$ cat src/lfu_pkg.sv
package lfu_pkg;

  localparam int CAPACITY  = 16;
  localparam int IDX_W     = (CAPACITY > 1) ? $clog2(CAPACITY) : 1;
  localparam int CNT_W     = $clog2(CAPACITY + 1);
  localparam int DATA_W    = 32;
  localparam int COUNT_W   = 16;
  localparam int STAMP_W   = 64;
  localparam int CAP_W     = 5;

  localparam logic [COUNT_W-1:0] COUNT_MAX = {COUNT_W{1'b1}};
  localparam logic [CAP_W-1:0]   CAP_RESET = 5'd16;

  typedef struct packed {
    logic [DATA_W-1:0]  key;
    logic [DATA_W-1:0]  value;
    logic [COUNT_W-1:0] count;
    logic [STAMP_W-1:0] stamp;
  } entry_t;

  typedef struct packed {
    logic               match_found;
    logic [IDX_W-1:0]   match_idx;
    logic [DATA_W-1:0]  match_value;
    logic [COUNT_W-1:0] match_count;
    logic               vic_found;
    logic [IDX_W-1:0]   vic_idx;
    logic [DATA_W-1:0]  vic_key;
    logic               free_found;
    logic [IDX_W-1:0]   free_idx;
    logic [CNT_W-1:0]   fill;
  } scan_res_t;

  typedef enum logic [1:0] {
    ST_IDLE,
    ST_SCAN,
    ST_DRAIN,
    ST_WB
  } state_t;

endpackage

$ cat src/lfu_scan.sv
module lfu_scan
  import lfu_pkg::*;
(
  input  logic              clk,
  input  logic              rst,
  input  logic              clr,
  input  logic              en,
  input  logic              ent_valid,
  input  logic [IDX_W-1:0]  idx,
  input  entry_t            ent,
  input  logic [DATA_W-1:0] key,
  output scan_res_t         res
);

  logic [COUNT_W-1:0] vic_count;
  logic [STAMP_W-1:0] vic_stamp;
  logic               better;

  // lower count wins, equal counts go to the older stamp
  assign better = !res.vic_found || (ent.count < vic_count) ||
                  ((ent.count == vic_count) && (ent.stamp < vic_stamp));

  always_ff @(posedge clk) begin
    if (rst || clr) begin
      res.match_found <= 1'b0;
      res.vic_found   <= 1'b0;
      res.free_found  <= 1'b0;
      res.fill        <= '0;
    end else if (en) begin
      if (ent_valid) begin
        res.fill <= res.fill + CNT_W'(1);
        if (ent.key == key) begin
          res.match_found <= 1'b1;
          res.match_idx   <= idx;
          res.match_value <= ent.value;
          res.match_count <= ent.count;
        end
        if (better) begin
          res.vic_found <= 1'b1;
          res.vic_idx   <= idx;
          res.vic_key   <= ent.key;
          vic_count     <= ent.count;
          vic_stamp     <= ent.stamp;
        end
      end else if (!res.free_found) begin
        res.free_found <= 1'b1;
        res.free_idx   <= idx;
      end
    end
  end

endmodule

$ cat src/lfu_cache_table.sv
// LFU key/value table, least recently used entry breaks count ties.
// Request channel: in_valid / in_stall with req_type (0 get, 1 put), key,
// value. A beat is taken when in_valid is high and in_stall is low.
// Result channel: out_valid / out_stall with hit, read_value, evicted,
// evicted_key, one result beat per request beat.
// Config channel: cfg_valid / cfg_ready with capacity; cfg_ready is always
// high. The user must write capacity only while no request is in flight;
// the block itself does not enforce this. Each request reads the entry
// memory one entry per cycle, then writes back at most one entry; a new
// request is taken only after the previous one has passed write-back,
// the sweep over the single read port of the entry memory setting the pace.
// The result sits in an output register, so the next request is taken while
// a result waits; a stalled receiver only holds back the write-back of the
// following request until its result register frees up.
// Reset empties the table (valid bits cleared), zeroes the access clock and
// sets capacity to 16; no clearing pass is needed.
module lfu_cache_table
  import lfu_pkg::*;
(
  input  logic                     clk,
  input  logic                     rst,
  input  logic                     in_valid,
  output logic                     in_stall,
  input  logic                     req_type,
  input  logic signed [DATA_W-1:0] key,
  input  logic signed [DATA_W-1:0] value,
  output logic                     out_valid,
  input  logic                     out_stall,
  output logic                     hit,
  output logic signed [DATA_W-1:0] read_value,
  output logic                     evicted,
  output logic signed [DATA_W-1:0] evicted_key,
  input  logic                     cfg_valid,
  output logic                     cfg_ready,
  input  logic [CAP_W-1:0]         capacity
);

  localparam logic [IDX_W-1:0] LAST_IDX = IDX_W'(CAPACITY - 1);

  state_t state, state_next;

  logic [CAP_W-1:0]   capacity_q;
  logic               req_put;
  logic [DATA_W-1:0]  req_key;
  logic [DATA_W-1:0]  req_value;
  logic [IDX_W-1:0]   idx;
  logic               proc_en;
  logic [IDX_W-1:0]   proc_idx;
  logic [CAPACITY-1:0] entry_valid;
  logic [CAPACITY-1:0] entry_valid_next;
  logic [STAMP_W-1:0] access_clock;

  entry_t mem [CAPACITY];
  entry_t rd_data;
  entry_t wr_data;
  logic [IDX_W-1:0] wr_addr;
  logic             wr_en;

  scan_res_t res;

  logic accept;
  logic issue;
  logic wb_go;

  logic               cap_zero;
  logic               fill_ge;
  logic               touch;
  logic               do_evict;
  logic               do_ins;
  logic [IDX_W-1:0]   ins_slot;
  logic [STAMP_W-1:0] clock_next;
  logic [COUNT_W-1:0] count_inc;

  assign cfg_ready = 1'b1;
  assign accept    = in_valid && !in_stall;

  always_ff @(posedge clk) begin
    if (rst) begin
      state <= ST_IDLE;
    end else begin
      state <= state_next;
    end
  end

  always_comb begin
    state_next = state;
    in_stall   = 1'b1;
    issue      = 1'b0;
    wb_go      = 1'b0;
    case (state)
      ST_IDLE: begin
        in_stall = 1'b0;
        if (in_valid) begin
          state_next = ST_SCAN;
        end
      end
      ST_SCAN: begin
        issue = 1'b1;
        if (idx == LAST_IDX) begin
          state_next = ST_DRAIN;
        end
      end
      ST_DRAIN: begin
        state_next = ST_WB;
      end
      ST_WB: begin
        if (!out_valid || !out_stall) begin
          wb_go      = 1'b1;
          state_next = ST_IDLE;
        end
      end
      default: begin
        state_next = ST_IDLE;
      end
    endcase
  end

  always_ff @(posedge clk) begin
    if (rst) begin
      capacity_q <= CAP_RESET;
    end else if (cfg_valid && cfg_ready) begin
      capacity_q <= capacity;
    end
  end

  always_ff @(posedge clk) begin
    if (accept) begin
      req_put   <= req_type;
      req_key   <= key;
      req_value <= value;
    end
  end

  always_ff @(posedge clk) begin
    if (rst) begin
      idx     <= '0;
      proc_en <= 1'b0;
    end else begin
      proc_en <= issue;
      if (accept) begin
        idx <= '0;
      end else if (issue) begin
        idx <= idx + IDX_W'(1);
      end
    end
  end

  always_ff @(posedge clk) begin
    proc_idx <= idx;
  end

  // entry memory
  always_ff @(posedge clk) begin
    rd_data <= mem[idx];
    if (wr_en) begin
      mem[wr_addr] <= wr_data;
    end
  end

  lfu_scan u_scan (
    .clk       (clk),
    .rst       (rst),
    .clr       (accept),
    .en        (proc_en),
    .ent_valid (entry_valid[proc_idx]),
    .idx       (proc_idx),
    .ent       (rd_data),
    .key       (req_key),
    .res       (res)
  );

  // write-back decision
  always_comb begin
    cap_zero   = (capacity_q == '0);
    fill_ge    = (32'(res.fill) >= ((32'(capacity_q) >= CAPACITY) ?
                                    32'(CAPACITY) : 32'(capacity_q)));
    touch      = res.match_found && (!req_put || !cap_zero);
    do_evict   = req_put && !cap_zero && !res.match_found && fill_ge &&
                 res.vic_found;
    do_ins     = req_put && !cap_zero && !res.match_found &&
                 (do_evict || res.free_found);
    ins_slot   = (do_evict && (!res.free_found || (res.vic_idx < res.free_idx))) ?
                 res.vic_idx : res.free_idx;
    clock_next = access_clock + STAMP_W'(1);
    count_inc  = (res.match_count == COUNT_MAX) ? res.match_count :
                 res.match_count + COUNT_W'(1);
    wr_en      = wb_go && (touch || do_ins);
    wr_addr    = touch ? res.match_idx : ins_slot;
    wr_data.key   = req_key;
    wr_data.stamp = clock_next;
    if (touch) begin
      wr_data.value = req_put ? req_value : res.match_value;
      wr_data.count = count_inc;
    end else begin
      wr_data.value = req_value;
      wr_data.count = COUNT_W'(1);
    end
    entry_valid_next = entry_valid;
    if (wb_go && do_evict) begin
      entry_valid_next[res.vic_idx] = 1'b0;
    end
    if (wb_go && do_ins) begin
      entry_valid_next[ins_slot] = 1'b1;
    end
  end

  always_ff @(posedge clk) begin
    if (rst) begin
      entry_valid  <= '0;
      access_clock <= '0;
    end else begin
      if (wr_en) begin
        access_clock <= clock_next;
      end
      entry_valid <= entry_valid_next;
    end
  end

  // result register
  always_ff @(posedge clk) begin
    if (rst) begin
      out_valid <= 1'b0;
    end else if (wb_go) begin
      out_valid <= 1'b1;
    end else if (!out_stall) begin
      out_valid <= 1'b0;
    end
  end

  always_ff @(posedge clk) begin
    if (wb_go) begin
      hit         <= touch;
      read_value  <= (!req_put && res.match_found) ? res.match_value : '0;
      evicted     <= do_evict;
      evicted_key <= do_evict ? res.vic_key : '0;
    end
  end

endmodule
$ cat config.mk
export PLATFORM = sky130hd
export DESIGN_NAME = lfu_cache_table
export DESIGN_NICKNAME = d
export VERILOG_FILES = /design/src/lfu_pkg.sv /design/src/lfu_scan.sv /design/src/lfu_cache_table.sv
export SDC_FILE = /design/constraint.sdc
export NUM_CORES = 2
export LEC_CHECK = 0
export BUFFER_PORTS_ARGS = -buffer_cell sky130_fd_sc_hd__buf_2
export CORE_ASPECT_RATIO = 1.4
export CORE_UTILIZATION = 45
export CTS_BUF_LIST = sky130_fd_sc_hd__clkbuf_8 sky130_fd_sc_hd__clkbuf_16
export CTS_CLUSTER_DIAMETER = 80
export DETAILED_ROUTE_END_ITERATION = 6
export PLACE_DENSITY_LB_ADDON = 0.25
export SLEW_MARGIN = 20
export SYNTH_ARGS = -nofsm -noshare
export SYNTH_HDL_FRONTEND = slang
export SYNTH_HIERARCHICAL = 1
export SYNTH_SLANG_ARGS = --single-unit
$ cat constraint.sdc
create_clock -name clk -period 34.5 [get_ports clk]
set_input_delay 5.175 -clock clk [delete_from_list [all_inputs] [get_ports clk]]
set_output_delay 5.175 -clock clk [all_outputs]
set_load 0.1 [all_outputs]
==> reports/metrics.cfg <==
[synth]
syn_inst = 4886
synthTopCellsByArea = edfxtp_1 (73%), mux4_2 (15%), dfxtp_1 (4.6%)
synth_top_area_share_pct = 72.66
ys_seq_area_share_pct = 77.28
synth_seq_cells = 2856
yosysUniqueCellTypes = 72
synthesis.nets = 5057
ys.flop_type = edfxtp_1
synth-async-reset-ratio_pct = 0
syn_area_per_cell_um2 = 22.05
synth_warnings = 6
syn-cell-area_mm2 = 0.1077
synth_edf_count = 2607
yosysTopAreaCell = edfxtp_1

[layout]
layout-drive-gt1-share_pct = 27.53
nFillCells = 18420
finish.utilization_pct = 51.16
layout.nets = 5376
layout_common_cells = edfxtp_1 (2,607), mux4_2 (725), clkbuf_16 (284)
seq_area_mm2 = 0.08328
instances_no_fill = 8522
area_growth_pct = 13.10
multiInputGateArea_mm2 = 0.02370
layout.cells.most_common = edfxtp_1

[routing]
wl_met3_um = 11040
drc = 1
post_drt_wl_per_cell_um = 28.72
drtIter0Drc = 4176
met2_wirelength_um = 129900
final_antenna_net_count = 0
drt-pass1-iter-count = 7
dr_total_vias = 49280
wl_met1_um = 98000
drt-vias-per-instance = 5.783
top_layer = met5
wirelength_um = 244800

[clocking]
cts.sinks = 2856
postCtsSetupBuffers = 0
h-tree-depth = 5
cts_root_buf = clkbuf_16
cts.repair.resized = 0
clockBufferDepth = 4
cts_tree = built
hold_buffers = 0
clk_pin_slew_ns = 0.06
cts_buffers = 272
insertion_delay_ns = 0.85

[critical_path]
end_kind = register
crit_top_cell = buf_4
startpoint_type = primary input
ff2ff_setup_slack_ns = 28.13
crit_fanout = 54
cp.required_ns = 34.93
critPathTopFamily = buffers and inverters
worst-path-buf-inv = 4
worstPathCellList = buf_2 -> nand2_1 -> nand2_1 -> nor4_2 -> nand3_1 -> mux2i_1 -> o221ai_1 -> nor3_2 -> buf_4 -> buf_4 -> buf_4
rr_startpoint = idx[0]
path_class = in2reg
r2r_end = rd_data[104]
crit_arrival_ns = 9.71
r2r_cells = 7
critPathSlowestCell = buf_4
max_stage_delay_ns = 0.97

[grt]
grt_pass1_vias = 51860
antenna_found_initial = 6
track_usage_pct = 20.24
grt_pass1_wl_um = 358000
grt_overflow = 0
grt_max_degree = 154

[floorplanning]
core_mm2 = 0.2382
num_rows = 212
die_x_um = 415.6
die_h_um = 581.0
die_area_mm2 = 0.2414
ios = 144
start_util_pct = 45.23

[power]
ir_drop_uv = 44.90
p_sw_share_pct = 22.98
internal-power_uw = 6074
p_leak_uw = 0.03807
switching_power_uw = 1812
finalPower_uw = 7886
p_seq_share_pct = 51.1
p_comb_share_pct = 11.1
clkPwrFrac_pct = 37.8
power_density_mw_per_mm2 = 64.71

[min_path]
hp-start = rd_data[90]
min_path_cells = 0
min_to = u_scan/res[73]
worst_hold_path_type = reg2reg

[flow_run]
drv_cap = 0

[status]
status = complete, but fails checks
violations = DRC

[placement]
dp_hpwl_um = 132800
dpl_worst_slack_ns = 24.06
place.gp.congestion = 0.7667
dp_cells = 8034
port_buffers = 142

[sta]
layout_worst_path_cycle_share_pct = 26.89
rsz0062_at_grt = false
setup_violations = 0
fin_skew_ns = 0.06053
setup-tns-final_ns = 0
hold_violations = 0
period_minus_slack_ns = 9.278
fmaxAchievable_ghz = 0.1078
setup_slack_ns = 25.22
worstMarginPinSlew_ns = 1.216
finalMaxSlewViolations = 0
maxSlewHeadroom_pct = 18.92

kinds of logic after synthesis:
family	share of synthesized area, %
and+or+nand+nor	2.578
AOI/OAI and AO/OA	0.9836
muxes	15.64
DFF	77.28
buffers and inverters	1.104
xor gates and xnor gates	1.292
other	0.003480
adders and majority gates	1.115
metal layers:
layer  vias up  global-route usage, %
li1      20810                      -
met1     26750                  26.20
met2      1381                  36.15
met3       346                  2.438
met4         2                  5.184
met5         -                      0
final cells by class:
class / instances / area share (%)
Sequential cell: 2856 / 68.35
Multi-Input combinational cell: 1719 / 19.45
Clock buffer: 303 / 6.047
Tap cell: 3103 / 3.186
Timing Repair Buffer: 257 / 1.435
Clock inverter: 181 / 1.219
Inverter: 99 / 0.3070
Antenna cell: 4 / 0.008214
Yosys cell counts, types with 3 or more instances:
library cell	instances
nor2_1	115
nor4_1	13
a21oi_1	54
and2_1	70
dfxtp_1	249
nand2b_1	5
xnor2_1	63
and4_1	9
o211ai_1	18
inv_1	98
or3_1	16
ha_1	96
a211o_1	3
or2_2	3
nand4_1	43
mux2i_1	15
o21ai_0	37
nor3b_1	3
or4_1	4
o31ai_1	4
a31oi_1	4
nand4b_1	3
mux4_2	725
nor2b_1	9
nand2_1	84
o311ai_0	6
mux2_2	33
nand3_1	67
clkbuf_1	151
xor2_1	96
edfxtp_1	2607
and3_1	19
a211oi_1	4
a221o_1	3
nor3_1	36
a21o_1	17
buf_2	3
buf_1	55
power groups by stage:
stage,logic (µW),registers [µW],clock network (µW)
6_report,876,4030,2980
2_1_floorplan,680,4090,0
3_3_place_gp,890,4110,0
4_1_cts,900,4040,3030
5_1_grt,944,4040,3150
3_5_place_dp,898,4110,0
worst max path at each step:
| stage | from | to | slack [ns] | cells after the start |
|---|---|---|---|---|
| finish | out_stall | mem[2][102] | 25.22 | 11 |
| global route | out_stall | mem[2][102] | 24.98 | 11 |
| floorplan | out_stall | mem[3][0] | 17.53 | 7 |
| CTS | out_stall | mem[2][121] | 24.94 | 11 |
| detailed placement | out_stall | mem[2][102] | 24.06 | 11 |
| global placement | out_stall | mem[2][102] | 24.14 | 11 |
metrics by stage:
step | area, µm² | hold WS [ns]
finish | 121900 | 0.4041
global route | 121900 | 0.4082
CTS | 121700 | 0.3992
detailed placement | 112800 | 0.3887
global placement | 112800 | 0.3860
floorplan | 107700 | 0.3475
registers in the layout, indices dropped and copies added, names as in the netlist, 16 cells and up:
register          cells
u_scan/res          100
req_value            32
mem                2304
u_scan/vic_count     16
read_value           32
rd_data             144
entry_valid          16
req_key              32
u_scan/vic_stamp     64
access_clock         64
evicted_key          32
(Power assumes the default switching activity.)
